### src/cuig_pkg.sv
// ----------------------------------------------------------------------------
// cuig_pkg
// Types and constants of the unrolled convolution index generator.
// ----------------------------------------------------------------------------
`default_nettype none

package cuig_pkg;

    localparam int IDX_W    = 10;
    localparam int CH_W     = 4;
    localparam int TAP_W    = 3;
    localparam int KSIZE_W  = 3;
    localparam int SIDE_W   = 4;
    localparam int ACC_W    = 12;
    localparam int CFG_IDX_W = 1;
    localparam int CFG_DAT_W = 4;

    // Register indexes of the configuration port.
    localparam logic [CFG_IDX_W-1:0] CFG_KERNEL_SIZE = 1'b0;
    localparam logic [CFG_IDX_W-1:0] CFG_IMAGE_SIDE  = 1'b1;

    // Operands of the shared multiply-add unit: y = a * b + c.
    typedef struct packed {
        logic signed [4:0]       a;
        logic signed [7:0]       b;
        logic signed [ACC_W-1:0] c;
    } t_mac_req;

endpackage

`default_nettype wire

### src/cuig_mac.sv
// ----------------------------------------------------------------------------
// cuig_mac
// Shared signed multiply-add unit used by the setup sequencer.
// ----------------------------------------------------------------------------
`default_nettype none

module cuig_mac
    import cuig_pkg::*;
(
    input  wire t_mac_req              i_req,
    output logic signed [ACC_W-1:0]    o_y
);

    logic signed [12:0] prod;
    logic signed [12:0] sum;

    assign prod = i_req.a * i_req.b;
    assign sum  = prod + 13'(i_req.c);
    assign o_y  = sum[ACC_W-1:0];

endmodule

`default_nettype wire

### src/conv_unroll_index_generator_core.sv
// ----------------------------------------------------------------------------
// conv_unroll_index_generator_core
// Emits the unrolled (im2col, same padding) weight-matrix positions of one
// kernel weight.
// ----------------------------------------------------------------------------
// Each input transfer names one kernel weight (output channel, input channel,
// kernel row, kernel column). The block walks every pixel of the square
// side x side image in raster order, shifts it by the weight's offset from the
// kernel center, and for each shifted position that stays inside the image it
// sends one output transfer holding the matrix row (out_channel*side*side +
// pixel) and matrix column (in_channel*side*side + shifted pixel); tlast marks
// the final pair. A weight with no valid pixel, or an image side of zero,
// produces no output. For each weight, a single shared multiply-add unit
// first forms side*side and both index bases in the setup states (ST_AREA,
// ST_ROW, ST_COL0, ST_COL1); the walk then visits the side*side pixels in
// turn, holding while a valid pair waits on a full, stalled output register.
// With an image side of zero the block stays idle and takes a weight every
// cycle. The input is not ready while a weight is being worked on; a finished
// pair may still wait in the output register while the next weight is
// accepted. Configuration writes are always accepted and are meant to be
// issued only while the block is idle.
// ----------------------------------------------------------------------------
`default_nettype none

module conv_unroll_index_generator_core
    import cuig_pkg::*;
#(
    parameter int MAX_SIDE   = 8,
    parameter int MAX_KERNEL = 7
) (
    input  wire                  i_clk,
    input  wire                  i_rst_n,

    // Configuration write channel.
    input  wire                  i_cfg_valid,
    output logic                 o_cfg_ready,
    input  wire [CFG_IDX_W-1:0]  i_cfg_index,
    input  wire [CFG_DAT_W-1:0]  i_cfg_data,

    // Weight input stream.
    input  wire                  s_axis_tvalid,
    output logic                 s_axis_tready,
    // [3:0] out_channel, [7:4] in_channel, [10:8] tap_row, [13:11] tap_col,
    // [15:14] zero
    input  wire [15:0]           s_axis_tdata,

    // Index pair output stream.
    output logic                 m_axis_tvalid,
    input  wire                  m_axis_tready,
    // [9:0] matrix_row, [19:10] matrix_col, [23:20] zero
    output logic [23:0]          m_axis_tdata,
    output logic                 m_axis_tlast
);

    // Sequencer states.
    localparam logic [2:0] ST_IDLE = 3'd0;
    localparam logic [2:0] ST_AREA = 3'd1;
    localparam logic [2:0] ST_ROW  = 3'd2;
    localparam logic [2:0] ST_COL0 = 3'd3;
    localparam logic [2:0] ST_COL1 = 3'd4;
    localparam logic [2:0] ST_WALK = 3'd5;

    logic [2:0]              r_state;
    logic [2:0]              n_state;

    logic [KSIZE_W-1:0]      r_cfg_ksize;
    logic [SIDE_W-1:0]       r_cfg_side;

    // Latched weight and geometry.
    logic [CH_W-1:0]         r_t;
    logic [CH_W-1:0]         r_s;
    logic signed [4:0]       r_roff;
    logic signed [4:0]       r_coff;
    logic [SIDE_W-1:0]       r_side;
    logic [6:0]              r_area;

    // Running indices and pixel counters of the walk.
    logic [IDX_W-1:0]        r_row_idx;
    logic signed [ACC_W-1:0] r_col_idx;
    logic [2:0]              r_r;
    logic [2:0]              r_c;

    // Output register.
    logic                    r_out_valid;
    logic [IDX_W-1:0]        r_out_row;
    logic [IDX_W-1:0]        r_out_col;
    logic                    r_out_last;

    t_mac_req                mac_req;
    logic signed [ACC_W-1:0] mac_y;

    logic                    in_xfer;
    logic [SIDE_W-1:0]       side_sat;
    logic [3:0]              ksize_sat;
    logic [2:0]              centre;
    logic signed [4:0]       roff_in;
    logic signed [4:0]       coff_in;

    logic signed [4:0]       side_s;
    logic [SIDE_W-1:0]       side_m1;
    logic signed [4:0]       nr;
    logic signed [4:0]       nc;
    logic signed [4:0]       lim_r;
    logic signed [4:0]       lim_c;
    logic                    pix_ok;
    logic                    pix_last;
    logic                    out_load;
    logic                    advance;
    logic                    col_end;
    logic                    walk_end;

    assign o_cfg_ready   = 1'b1;
    assign s_axis_tready = (r_state == ST_IDLE);
    assign in_xfer       = s_axis_tvalid && s_axis_tready;

    // Saturate the configured geometry and derive the tap offsets.
    assign side_sat  = (r_cfg_side > SIDE_W'(MAX_SIDE)) ? SIDE_W'(MAX_SIDE) : r_cfg_side;
    assign ksize_sat = ({1'b0, r_cfg_ksize} > 4'(MAX_KERNEL)) ? 4'(MAX_KERNEL)
                                                              : {1'b0, r_cfg_ksize};
    assign centre    = ksize_sat[3:1];
    assign roff_in   = $signed({2'b00, s_axis_tdata[10:8]}) - $signed({2'b00, centre});
    assign coff_in   = $signed({2'b00, s_axis_tdata[13:11]}) - $signed({2'b00, centre});

    // Setup schedule of the shared multiply-add unit:
    // area = side*side, row base = t*area, col base = s*area + coff + roff*side.
    always_comb begin
        mac_req = '0;
        case (r_state)
            ST_AREA: begin
                mac_req.a = $signed({1'b0, r_side});
                mac_req.b = $signed({4'b0000, r_side});
            end
            ST_ROW: begin
                mac_req.a = $signed({1'b0, r_t});
                mac_req.b = $signed({1'b0, r_area});
            end
            ST_COL0: begin
                mac_req.a = $signed({1'b0, r_s});
                mac_req.b = $signed({1'b0, r_area});
                mac_req.c = ACC_W'(r_coff);
            end
            ST_COL1: begin
                mac_req.a = r_roff;
                mac_req.b = $signed({4'b0000, r_side});
                mac_req.c = r_col_idx;
            end
            default: begin
                mac_req = '0;
            end
        endcase
    end

    cuig_mac u_mac (
        .i_req (mac_req),
        .o_y   (mac_y)
    );

    // Pixel walk: the shifted position is valid when it lies in the image.
    // The final valid pixel sits at the largest valid row and column.
    assign side_s   = $signed({1'b0, r_side});
    assign side_m1  = r_side - 4'd1;
    assign nr       = $signed({2'b00, r_r}) + r_roff;
    assign nc       = $signed({2'b00, r_c}) + r_coff;
    assign lim_r    = side_s - 5'sd1 - (r_roff[4] ? 5'sd0 : r_roff);
    assign lim_c    = side_s - 5'sd1 - (r_coff[4] ? 5'sd0 : r_coff);
    assign pix_ok   = !nr[4] && (nr < side_s) && !nc[4] && (nc < side_s);
    assign pix_last = ($signed({2'b00, r_r}) == lim_r) && ($signed({2'b00, r_c}) == lim_c);
    assign out_load = (r_state == ST_WALK) && pix_ok && (!r_out_valid || m_axis_tready);
    assign advance  = (r_state == ST_WALK) && (!pix_ok || out_load);
    assign col_end  = ({1'b0, r_c} == side_m1);
    assign walk_end = col_end && ({1'b0, r_r} == side_m1);

    always_comb begin
        n_state = r_state;
        case (r_state)
            ST_IDLE: begin
                if (in_xfer && (side_sat != '0)) begin
                    n_state = ST_AREA;
                end
            end
            ST_AREA: n_state = ST_ROW;
            ST_ROW:  n_state = ST_COL0;
            ST_COL0: n_state = ST_COL1;
            ST_COL1: n_state = ST_WALK;
            ST_WALK: begin
                if (advance && walk_end) begin
                    n_state = ST_IDLE;
                end
            end
            default: n_state = ST_IDLE;
        endcase
    end

    always_ff @(posedge i_clk) begin
        if (!i_rst_n) begin
            r_state     <= ST_IDLE;
            r_cfg_ksize <= KSIZE_W'(3);
            r_cfg_side  <= SIDE_W'(8);
            r_out_valid <= 1'b0;
        end else begin
            r_state <= n_state;
            if (i_cfg_valid) begin
                case (i_cfg_index)
                    CFG_KERNEL_SIZE: r_cfg_ksize <= i_cfg_data[KSIZE_W-1:0];
                    CFG_IMAGE_SIDE:  r_cfg_side  <= i_cfg_data[SIDE_W-1:0];
                    default: begin
                    end
                endcase
            end
            if (out_load) begin
                r_out_valid <= 1'b1;
            end else if (m_axis_tready) begin
                r_out_valid <= 1'b0;
            end
        end
    end

    // Datapath registers carry no reset.
    always_ff @(posedge i_clk) begin
        if (in_xfer) begin
            r_t    <= s_axis_tdata[3:0];
            r_s    <= s_axis_tdata[7:4];
            r_roff <= roff_in;
            r_coff <= coff_in;
            r_side <= side_sat;
        end
        case (r_state)
            ST_AREA: r_area    <= mac_y[6:0];
            ST_ROW:  r_row_idx <= mac_y[IDX_W-1:0];
            ST_COL0: r_col_idx <= mac_y;
            ST_COL1: begin
                r_col_idx <= mac_y;
                r_r       <= 3'd0;
                r_c       <= 3'd0;
            end
            ST_WALK: begin
                if (advance) begin
                    r_row_idx <= r_row_idx + 10'd1;
                    r_col_idx <= r_col_idx + 12'sd1;
                    if (col_end) begin
                        r_c <= 3'd0;
                        r_r <= r_r + 3'd1;
                    end else begin
                        r_c <= r_c + 3'd1;
                    end
                end
            end
            default: begin
            end
        endcase
        if (out_load) begin
            r_out_row  <= r_row_idx;
            r_out_col  <= r_col_idx[IDX_W-1:0];
            r_out_last <= pix_last;
        end
    end

    assign m_axis_tvalid = r_out_valid;
    assign m_axis_tdata  = {4'b0000, r_out_col, r_out_row};
    assign m_axis_tlast  = r_out_last;

endmodule

`default_nettype wire

### config.mk
export PLATFORM = sky130hd
export DESIGN_NAME = conv_unroll_index_generator_core
export DESIGN_NICKNAME = d
export VERILOG_FILES = /design/src/cuig_pkg.sv /design/src/cuig_mac.sv /design/src/conv_unroll_index_generator_core.sv
export SDC_FILE = /design/constraint.sdc
export NUM_CORES = 1
export LEC_CHECK = 0
export ABC_AREA = 1
export BUFFER_PORTS_ARGS = -buffer_cell sky130_fd_sc_hd__buf_2
export CORE_ASPECT_RATIO = 1.1
export CORE_UTILIZATION = 35
export CTS_CLUSTER_SIZE = 28
export DETAILED_ROUTE_END_ITERATION = 8
export GPL_TIMING_DRIVEN = 0
export PLACE_DENSITY = 0.57
export SYNTH_ARGS = -nofsm -noshare
export SYNTH_HDL_FRONTEND = slang
export SYNTH_SLANG_ARGS = --single-unit
### constraint.sdc
create_clock -name i_clk -period 5.6 [get_ports i_clk]
set_input_delay 0 -clock i_clk [delete_from_list [all_inputs] [get_ports i_clk]]
set_output_delay 0 -clock i_clk [all_outputs]
set_load 0.03 [all_outputs]
==> metrics.md <==
| Metric | Value |
|---|---|
| Pin count of the biggest net entering global routing | 21 |
| Commonest non-fill, non-tap cell in the layout | inv_1 |
| Commonest cells after routing, fill and taps aside | 125 x inv_1, 121 x nand2_1, 74 x edfxtp_1, 66 x nor2_1, 47 x buf_2 |
| Worst-margin pin slew | 0.903 ns |
| GRT overflow | 0 |
| Register area | 2420 um2 |
| Data required time of the worst path | 5.71 ns |
| DR WL met2 | 6.72 mm |
| Place WS | 0.214 ns |
| Max Slew Vio Count | 0 |
| Leading area contributor after synthesis | edfxtp_1 |
| CP endpoint kind | flip-flop |
| Dpl cells | 900 |
| TNS Setup | 0 ns |
| Multi-input logic area | 2920 um2 |
| Clock Sinks | 84 |
| Max-Cap Viols | 0 |
| VDD IR max | 0.192 mV |
| Hold crit path type | in2reg |
| Finished Layout Cells | 939 |
| Final Hold Violating Endpoints | 0 |
| Yosys warns | 0 |
| Die Y | 138 um |
| Startpoint class of the critical path | flip-flop |
| Count of cell types in the netlist | 40 |
| Diodes inserted | 0 |
| Mapped Cells | 646 |
| Area growth from synthesis to layout | 18.1% |
| First-pass GRT wire length | 21.1 mm |
| Starting DRT DRC Count | 258 |
| Rel. slew slack | 0.397 |
| GPL Wtd Cong | 0.844 |
| Status | complete, but fails checks |
| Synth top area share | 0.378 |
| Core ar. | 16400 um2 |
| Initial Util | 0.359 |
| RSZ-0062 raised after global routing | no |
| DRT Pass-1 Iters | 7 |
| Max Clock Skew | 0.00806 ns |
| DRT Wirelength | 13.0 mm |
| DRC | 4 |
| Final setup margin | 0.384 ns |
| Main flop type after synthesis | edfxtp_1 |
| Achievable Freq | 0.192 GHz |
| Initial antenna violation count | 0 |
| Clk buf depth | 2 |
| Clock-pin transition on the worst setup and hold timing paths | 0.07 ns |
| Ports | 54 |
| Metal-1 WL | 5.50 mm |
| Per-cell routed wire length | 13.9 um |
| Vias in the first global route | 4363 |
| Highest metal used | met4 |
| H-tree depth | 3 |
| Final period util | 0.932 |
| Cell Area, Synth | 5870 um2 |
| Hpwl dp | 10.5 mm |
| Via density | 4.75 |
| Wire length on met3 | 502 um |
| Fin crit period | 5.22 ns |
| Pleak | 0.00323 uW |
| CTS buffer count | 9 |
| Layout Nets | 832 |
| Synthesized area per cell | 9.09 um2 |
| Layout fillers | 1578 |
| Sequential share of the synthesized area | 0.412 |
| Power Total | 1940 uW |
| CTS tree | yes |
| Register bit count reported by yosys | 84 |
| P per Cell Area | 280 nW/um2 |
| Worst Path Max Fanout | 8 |
| Buffers on Ports | 46 |
| Crit path DAT | 5.32 ns |
| Worst-Skew Late Latency | 0.35 ns |
| Clock Tree Root | clkbuf_16 |
| DIE WIDTH | 126 um |
| Violated checks | DRC |
| Row count | 49 |
| Async set or reset register ratio after synthesis | 0 |
| GRT Util Overall | 0.161 |
| Final setup viols | 0 |
| Layout cells sized above 1 | 0.131 |
| Via count | 4456 |
| Post-synth EDFFs | 74 |
| Die footprint | 17300 um2 |
| Setup Crit Path Kind | reg2reg |
| Top area cells in the synthesized netlist | edfxtp_1 38%, fa_1 10%, ha_1 9.8% |
| Post-route ant nets | 0 |
## flip-flops by register name, indices dropped and copies added, names as in the netlist, 7 cells and up
signal / count
r_col_idx: 10
r_out_col: 10
r_out_row: 10
r_row_idx: 10
r_area: 7
## Yosys cell counts, drive strengths merged (2+ instances only)
master / number
clkbuf: 4
xnor2: 15
nand2: 125
edfxtp: 74
or2: 3
a22oi: 2
o21ai: 44
o31ai: 2
fa: 30
a21oi: 19
nand3: 24
dfxtp: 10
nor2: 73
ha: 46
xor2: 13
a211oi: 3
o21a: 2
buf: 7
nor3: 6
inv: 129
conb: 2
nand4: 6
## layout make-up
type,count,area share
Inverter,129,0.0702
Timing Repair Buffer,70,0.0678
Tap cell,204,0.0368
Multi-Input combinational cell,425,0.421
Buffer,11,0.00938
Sequential cell,84,0.349
Clock buffer,9,0.0325
Clock inverter,7,0.0133
## cells by family (layout without fill, tap and decap cells)
logic type               after synthesis  count (layout)  share of synthesized area
adder cells (fa/ha/maj)               76              76                      0.200
AND/OR/NAND/NOR                      239             239                      0.176
flip-flops                            84              84                      0.412
other                                  2               5                    0.00128
XOR/XNOR                              28              28                     0.0418
AO/OA/AOI/OAI                         77              77                     0.0746
buffers and inverters                140             226                     0.0939
## timing repair
action / in CTS / in global routing
setup buffers: 0 / 2
hold endpoints to repair: 20 / 0
hold buffers: 21 / 0
resized for setup: 0 / 1
setup endpoints to repair: 0 / 5
## worst max-delay path, stage by stage (launching register included)
cell     delay (ns)
dfxtp_1        0.40
nor2_4         0.24
nand2_4        0.13
nor2_4         0.22
inv_4          0.09
nand2_2        0.08
nor2_4         0.06
or2_2          0.31
fa_1           0.49
fa_1           0.54
inv_1          0.06
fa_1           0.53
inv_1          0.05
fa_1           0.50
fa_1           0.50
nor3_1         0.22
nor2_1         0.09
nand3_1        0.08
nand2_1        0.07
inv_1          0.05
nand3_1        0.06
nand3_1        0.13
nand2_1        0.06
## metrics by stage
stage	hold slack [ns]	util	instance area, um2
after global placement	0.182	0.389	6370
after detailed placement	0.184	0.390	6390
after floorplan	0.0841	-	5880
after global routing	0.0716	0.424	6940
final	0.0452	0.424	6940
after CTS	0.0284	0.423	6920
## layer usage
metal | vias to the layer above | track usage
met4 | 0 | 0.0671
met2 | 96 | 0.298
met5 | - | 0
li1 | 2237 | -
met3 | 24 | 0.0421
met1 | 2099 | 0.175
## power breakdown
| part | total (uW) | leakage [uW] | switching [uW] | internal, uW |
|---|---|---|---|---|
| Combinational | 510 | 0.00231 | 322 | 188 |
| Clock | 631 | 0.000149 | 274 | 357 |
| Sequential | 803 | 0.000773 | 43.1 | 759 |
## path summary, 6_finish.rpt
kind / start / end / slack [ns] / cells past startpoint
setup / recovery: r_state[1] / r_row_idx[9] / 0.38 / 22
hold / removal: i_cfg_valid / r_cfg_side[1] / 0.05 / 3
setup reg to reg: r_state[1] / r_row_idx[9] / 0.38 / 22
hold reg to reg: r_col_idx[8] / r_out_col[8] / 0.46 / 0
(Power assumes the default switching activity.)
